$ cat src/hdl/temporal_history_trust_defines.svh
// assertion macros for the temporal history trust block
// needs clk and arst_n in the scope of use
`ifndef TEMPORAL_HISTORY_TRUST_DEFINES_SVH
`define TEMPORAL_HISTORY_TRUST_DEFINES_SVH

// condition implies consequence in the same cycle
`define THT_ASSERT_NOW(label, cond, cons, msg) \
	label: assert property (@(posedge clk) disable iff (!arst_n) (cond) |-> (cons)) \
		else $error(msg);

// condition implies consequence in the next cycle
`define THT_ASSERT_NEXT(label, cond, cons, msg) \
	label: assert property (@(posedge clk) disable iff (!arst_n) (cond) |=> (cons)) \
		else $error(msg);

`endif

$ cat src/hdl/tht_pkg.sv
// shared constants, types and helpers of the temporal history trust block
// no dependencies
package tht_pkg;

	localparam logic [15:0] ONE_Q15 = 16'h8000;
	localparam int THR_W = 15;
	localparam int DIV_STEPS = 3;
	localparam int DIV_STAGES = THR_W / DIV_STEPS;
	localparam int CFG_IDX_W = 4;
	localparam int OCCL_PEN = 32768;
	localparam logic [15:0] DIS_TERM = (OCCL_PEN >= 32768) ? 16'd0
		: 16'(32768 - OCCL_PEN);

	typedef enum logic [CFG_IDX_W-1:0] {
		REG_DEPTH_THR  = 4'd0,
		REG_MOTION_THR = 4'd1,
		REG_COLOR_THR  = 4'd2,
		REG_REACT_PEN  = 4'd3,
		REG_DECAY_RATE = 4'd4,
		REG_REC_FLOOR  = 4'd5,
		REG_MIN_WEIGHT = 4'd6,
		REG_MAX_WEIGHT = 4'd7
	} cfg_idx_t;

	typedef enum logic [1:0] {
		TERM_DIV  = 2'd0,
		TERM_FULL = 2'd1,
		TERM_ZERO = 2'd2
	} term_sel_t;

	typedef struct packed {
		logic        clear;
		logic        dis;
		logic [15:0] react;
		logic [15:0] memory;
		term_sel_t   dsel;
		term_sel_t   msel;
		term_sel_t   csel;
	} side_t;

	function automatic logic [15:0] sat_one(input logic [31:0] v);
		return (v > 32'(ONE_Q15)) ? ONE_Q15 : v[15:0];
	endfunction

	// mag is the non-negative delta, thr the threshold
	function automatic term_sel_t term_sel(input logic [15:0] mag, input logic [THR_W-1:0] thr);
		term_sel_t s;
		if (thr == '0)
			s = TERM_ZERO;
		else if (mag == '0)
			s = TERM_FULL;
		else if (mag >= {1'b0, thr})
			s = TERM_ZERO;
		else
			s = TERM_DIV;
		return s;
	endfunction

	function automatic logic [15:0] term_val(input term_sel_t s, input logic [THR_W-1:0] q);
		logic [15:0] r;
		case (s)
			TERM_FULL: r = ONE_Q15;
			TERM_ZERO: r = '0;
			default:   r = ONE_Q15 - {1'b0, q};
		endcase
		return r;
	endfunction

endpackage

$ cat src/hdl/tht_div.sv
// pipelined restoring divider, (num << 15) / den for num < den
// depends on tht_pkg
module tht_div (
	input  logic                        clk,
	input  logic                        en,
	input  logic [tht_pkg::THR_W-1:0]   num,
	input  logic [tht_pkg::THR_W-1:0]   den,
	output logic [tht_pkg::THR_W-1:0]   quo
);
	logic [tht_pkg::THR_W-1:0] rem_s [tht_pkg::DIV_STAGES];
	logic [tht_pkg::THR_W-1:0] quo_s [tht_pkg::DIV_STAGES];

	for (genvar k = 0; k < tht_pkg::DIV_STAGES; k++) begin : g_stage
		logic [tht_pkg::THR_W-1:0] rem_c;
		logic [tht_pkg::THR_W-1:0] quo_c;

		always_comb begin
			logic [tht_pkg::THR_W:0]   sh;
			logic [tht_pkg::THR_W-1:0] r;
			logic [tht_pkg::THR_W-1:0] q;
			if (k == 0) begin
				r = num;
				q = '0;
			end else begin
				r = rem_s[(k > 0) ? k-1 : 0];
				q = quo_s[(k > 0) ? k-1 : 0];
			end
			// DIV_STEPS (three) quotient bits per stage
			for (int j = 0; j < tht_pkg::DIV_STEPS; j++) begin
				sh = {r, 1'b0};
				if (sh >= {1'b0, den}) begin
					sh = sh - {1'b0, den};
					q = {q[tht_pkg::THR_W-2:0], 1'b1};
				end else begin
					q = {q[tht_pkg::THR_W-2:0], 1'b0};
				end
				r = sh[tht_pkg::THR_W-1:0];
			end
			rem_c = r;
			quo_c = q;
		end

		always_ff @(posedge clk) begin
			if (en) begin
				rem_s[k] <= rem_c;
				quo_s[k] <= quo_c;
			end
		end
	end

	assign quo = quo_s[tht_pkg::DIV_STAGES-1];
endmodule

$ cat config.mk
export PLATFORM = sky130hd
export DESIGN_NAME = tht_div
export DESIGN_NICKNAME = d
export VERILOG_FILES = /design/src/hdl/temporal_history_trust_defines.svh /design/src/hdl/tht_pkg.sv /design/src/hdl/tht_div.sv
export SDC_FILE = /design/constraint.sdc
export NUM_CORES = 1
export LEC_CHECK = 0
export ABC_AREA = 1
export BUFFER_PORTS_ARGS = -buffer_cell sky130_fd_sc_hd__buf_2
export CAP_MARGIN = 25
export CORE_MARGIN = 2
export CORE_UTILIZATION = 55
export DETAILED_ROUTE_END_ITERATION = 8
export MAX_ROUTING_LAYER = met4
export PLACE_DENSITY = 0.74
export SLEW_MARGIN = 20
export SYNTH_ARGS = -nofsm -noshare
export SYNTH_HDL_FRONTEND = slang
export SYNTH_SLANG_ARGS = --single-unit
$ cat constraint.sdc
create_clock -name clk -period 9.9 [get_ports clk]
set_input_delay 0.99 -clock clk [delete_from_list [all_inputs] [get_ports clk]]
set_output_delay 0.99 -clock clk [all_outputs]
set_load 0.02 [all_outputs]
==> metrics.txt <==
# TYPE chip_impl_metric gauge
chip_impl_metric{name="critical_path_peak_fanout",unit=""} 22
chip_impl_metric{name="tritoncts_buffers",unit=""} 9
chip_impl_info{name="worstReg2RegStart",value="rem_s[0][0]$_SDFFCE_PN0P_"} 1
chip_impl_metric{name="drt-initial-drc-count",unit=""} 1212
chip_impl_metric{name="dp_worst_setup_slack",unit="ns"} 2.31
chip_impl_metric{name="setup_total_negative_slack",unit="ns"} 0
chip_impl_metric{name="start_util",unit=""} 0.557
chip_impl_metric{name="globalplace.congestion",unit=""} 0.978
chip_impl_metric{name="drv_cap",unit=""} 0
chip_impl_metric{name="layout_setup_ws",unit="ns"} 2.81
chip_impl_info{name="crit_path_kind",value="primary input to flip-flop"} 1
chip_impl_metric{name="r2r_slack",unit="ns"} 3.79
chip_impl_metric{name="num_antenna_cells",unit=""} 0
chip_impl_metric{name="viasPerCell",unit=""} 5.52
chip_impl_metric{name="slew-limit-headroom",unit=""} 0.508
chip_impl_metric{name="drt-met1-wl",unit="um"} 20100
chip_impl_metric{name="hold-path-cell-count",unit=""} 0
chip_impl_info{name="endpoint_kind",value="flip-flop"} 1
chip_impl_metric{name="first_global_vias",unit=""} 14300
chip_impl_metric{name="synthesis.nets",unit=""} 2575
chip_impl_info{name="synthFlopType",value="edfxtp_1"} 1
chip_impl_info{name="worst_path_dominant_cell_family",value="simple AND/OR/NAND/NOR gates"} 1
chip_impl_info{name="whs_endpoint",value="quo_s[0][48]$_DFFE_PP_"} 1
chip_impl_info{name="timing.rr.end",value="rem_s[0][28]$_DFFE_PP_"} 1
chip_impl_metric{name="postSynth.asyncResetShare",unit=""} 0
chip_impl_metric{name="rr_worst_depth",unit=""} 32
chip_impl_metric{name="maxClockFrequency",unit="MHz"} 141
chip_impl_metric{name="drc",unit=""} 0
chip_impl_metric{name="clk_pin_slew",unit="ns"} 0.07
chip_impl_metric{name="initial_antenna_violation_count",unit=""} 0
chip_impl_metric{name="number_of_synthesis_warnings",unit=""} 0
chip_impl_metric{name="final_std_cells_w_o_fill",unit=""} 2751
chip_impl_metric{name="final.period_utilization",unit=""} 0.716
chip_impl_metric{name="floorplan.core_area",unit="um2"} 28600
chip_impl_metric{name="edff_count_synth",unit=""} 105
chip_impl_metric{name="grt_max_degree",unit=""} 58
chip_impl_metric{name="synth.distinct_cells",unit=""} 54
chip_impl_metric{name="finalCriticalPeriod",unit="ns"} 7.09
chip_impl_info{name="leading_cell_type_in_the_layout_fill_and_taps_excluded",value="nand2_1"} 1
chip_impl_metric{name="layout.cell_area.non_filler",unit="um2"} 16800
chip_impl_info{name="routed.top_layer",value="met4"} 1
chip_impl_metric{name="yosysSeqAreaShare",unit=""} 0.198
chip_impl_metric{name="dp_cells",unit=""} 2734
chip_impl_info{name="hold_class",value="flip-flop to flip-flop"} 1
chip_impl_metric{name="buffer_ports.inserted",unit=""} 46
chip_impl_info{name="layout_common_cells",value="767 x nand2_1, 221 x inv_1, 214 x ha_1"} 1
chip_impl_metric{name="mappedNetlistArea",unit="um2"} 15900
chip_impl_metric{name="met3_length",unit="um"} 2050
chip_impl_metric{name="detail-route-antenna-nets",unit=""} 0
chip_impl_metric{name="setup_viol_count_final",unit=""} 0
chip_impl_metric{name="firstDrtPassIters",unit=""} 6
chip_impl_info{name="setup_repair_after_global_routing_missed_its_margin",value="false"} 1
chip_impl_metric{name="cts_hold_buffers",unit=""} 0
chip_impl_metric{name="timing_hold_violations_final",unit=""} 0
chip_impl_metric{name="grtUsageTotal",unit=""} 0.303
chip_impl_metric{name="timing.clock.skew",unit="ns"} 0.0161
chip_impl_metric{name="cts_resized",unit=""} 0
chip_impl_metric{name="total_of_flip_flops_plus_latches_after_synthesis",unit=""} 105
chip_impl_metric{name="timing.critical_path.buf_inv",unit=""} 6
chip_impl_metric{name="overflow",unit=""} 0
chip_impl_metric{name="number_of_vias_in_the_routed_layout",unit=""} 15200
chip_impl_metric{name="clk-insertion-delay-late",unit="ns"} 0.37
chip_impl_metric{name="drive_above_1_share",unit=""} 0.0849
chip_impl_metric{name="num_rows",unit=""} 62
chip_impl_info{name="crit_top_cell",value="nand2_1"} 1
chip_impl_metric{name="die-area",unit="um2"} 30400
chip_impl_metric{name="tritoncts_num_sinks",unit=""} 105
chip_impl_metric{name="clock_tree.htree_level_count",unit=""} 3
chip_impl_metric{name="cts_max_path_buffers",unit=""} 2
chip_impl_metric{name="nNetsFinal",unit=""} 2613
chip_impl_metric{name="dieWidth",unit="um"} 174
chip_impl_metric{name="design.portCount",unit=""} 47
chip_impl_metric{name="wl_met2",unit="um"} 21100
chip_impl_info{name="clock-root-buffer",value="clkbuf_16"} 1
chip_impl_metric{name="cp_slowest_stage_delay",unit="ns"} 0.49
chip_impl_info{name="worstHoldStart",value="quo_s[0][30]$_DFFE_PP_"} 1
chip_impl_metric{name="timing_worst_slew_pin_value",unit="ns"} 0.739
chip_impl_info{name="crit_path_start_kind",value="primary input"} 1
chip_impl_metric{name="syn-mean-instance-area",unit="um2"} 6.86
chip_impl_metric{name="cts_setup_buffers",unit=""} 0
chip_impl_metric{name="wire_per_inst",unit="um"} 16.2
chip_impl_metric{name="post-dp-hpwl",unit="um"} 35000
chip_impl_metric{name="grt_first_pass_wirelength",unit="um"} 71800
chip_impl_metric{name="place_area",unit="um2"} 16500
chip_impl_metric{name="finalMaxSlewViolations",unit=""} 0
chip_impl_info{name="timing.critical_path.slowest_stage_cell",value="inv_1"} 1
chip_impl_metric{name="die_height",unit="um"} 174
chip_impl_metric{name="arrival",unit="ns"} 7.21
chip_impl_info{name="clock_tree_from_tritoncts",value="built"} 1
chip_impl_metric{name="synthCells",unit=""} 2324
chip_impl_info{name="run_status",value="completed"} 1
chip_impl_metric{name="area.growth.synth_to_final",unit="%"} 5.67
chip_impl_metric{name="postRouteWirelength",unit="um"} 44500
chip_impl_metric{name="wp_data_required",unit="ns"} 10.02
==> Yosys cell counts (all sizes together), types with 18 or more instances <==
cell type,count,area (um2)
a21o,29,218
a21oi,183,983
xor2,75,657
buf,35,283
nor2,127,599
edfxtp,105,3150
inv,242,918
ha,214,2680
nand3,138,768
xnor2,83,727
o21ai,165,871
nand2,795,3110
nor3,18,105
==> metrics by stage <==
step / util / hold WS [ns]
2_1_floorplan: - / 0.400
3_3_place_gp: 0.576 / 0.400
3_5_place_dp: 0.576 / 0.405
4_1_cts: 0.588 / 0.422
5_1_grt: 0.588 / 0.424
6_report: 0.588 / 0.422
==> layer usage <==
| layer | vias up | GRT usage |
|---|---|---|
| met1 | 6870 | 0.388 |
| met3 | 77 | 0.0276 |
| met4 | 0 | 0.0917 |
| met2 | 365 | 0.509 |
| li1 | 7865 | - |
| met5 | - | - |
==> cells by family (layout without fill, tap and decap cells) <==
kind of cell	Yosys count	count (layout)	share of synthesized area
AO/OA/AOI/OAI	435	435	0.158
XOR/XNOR	158	158	0.0868
adder cells (fa/ha/maj)	219	219	0.174
buffers and inverters	282	325	0.0765
flip-flops	105	105	0.198
AND/OR/NAND/NOR	1125	1125	0.306
==> sequential cells by signal, summed over array words and instances, names as in the netlist <==
signal / cells
quo_s: 45
rem_s: 60
==> final cells by class <==
class / count / area, um2
fillers: 2748 / 11800
multi-input cells: 1937 / 11600
clock buffers: 9 / 225
inverters: 243 / 922
repair buffers: 66 / 387
well taps: 384 / 480
clock inverters: 7 / 109
flip-flops and latches: 105 / 3150
==> worst max path at each step <==
stage / start / end / cells past startpoint
after floorplan: den[0] / rem_s[0][10]$_DFFE_PP_ / 39
after global placement: den[11] / rem_s[0][13]$_DFFE_PP_ / 29
after detailed placement: den[7] / rem_s[0][14]$_DFFE_PP_ / 30
after CTS: den[7] / rem_s[0][14]$_DFFE_PP_ / 30
after global routing: den[7] / rem_s[0][42]$_DFFE_PP_ / 39
final: den[7] / rem_s[0][42]$_DFFE_PP_ / 40
Power is left out: the tool's default activity adds up to more than one toggle a clock period on the data nets, which glitch-free logic cannot reach.
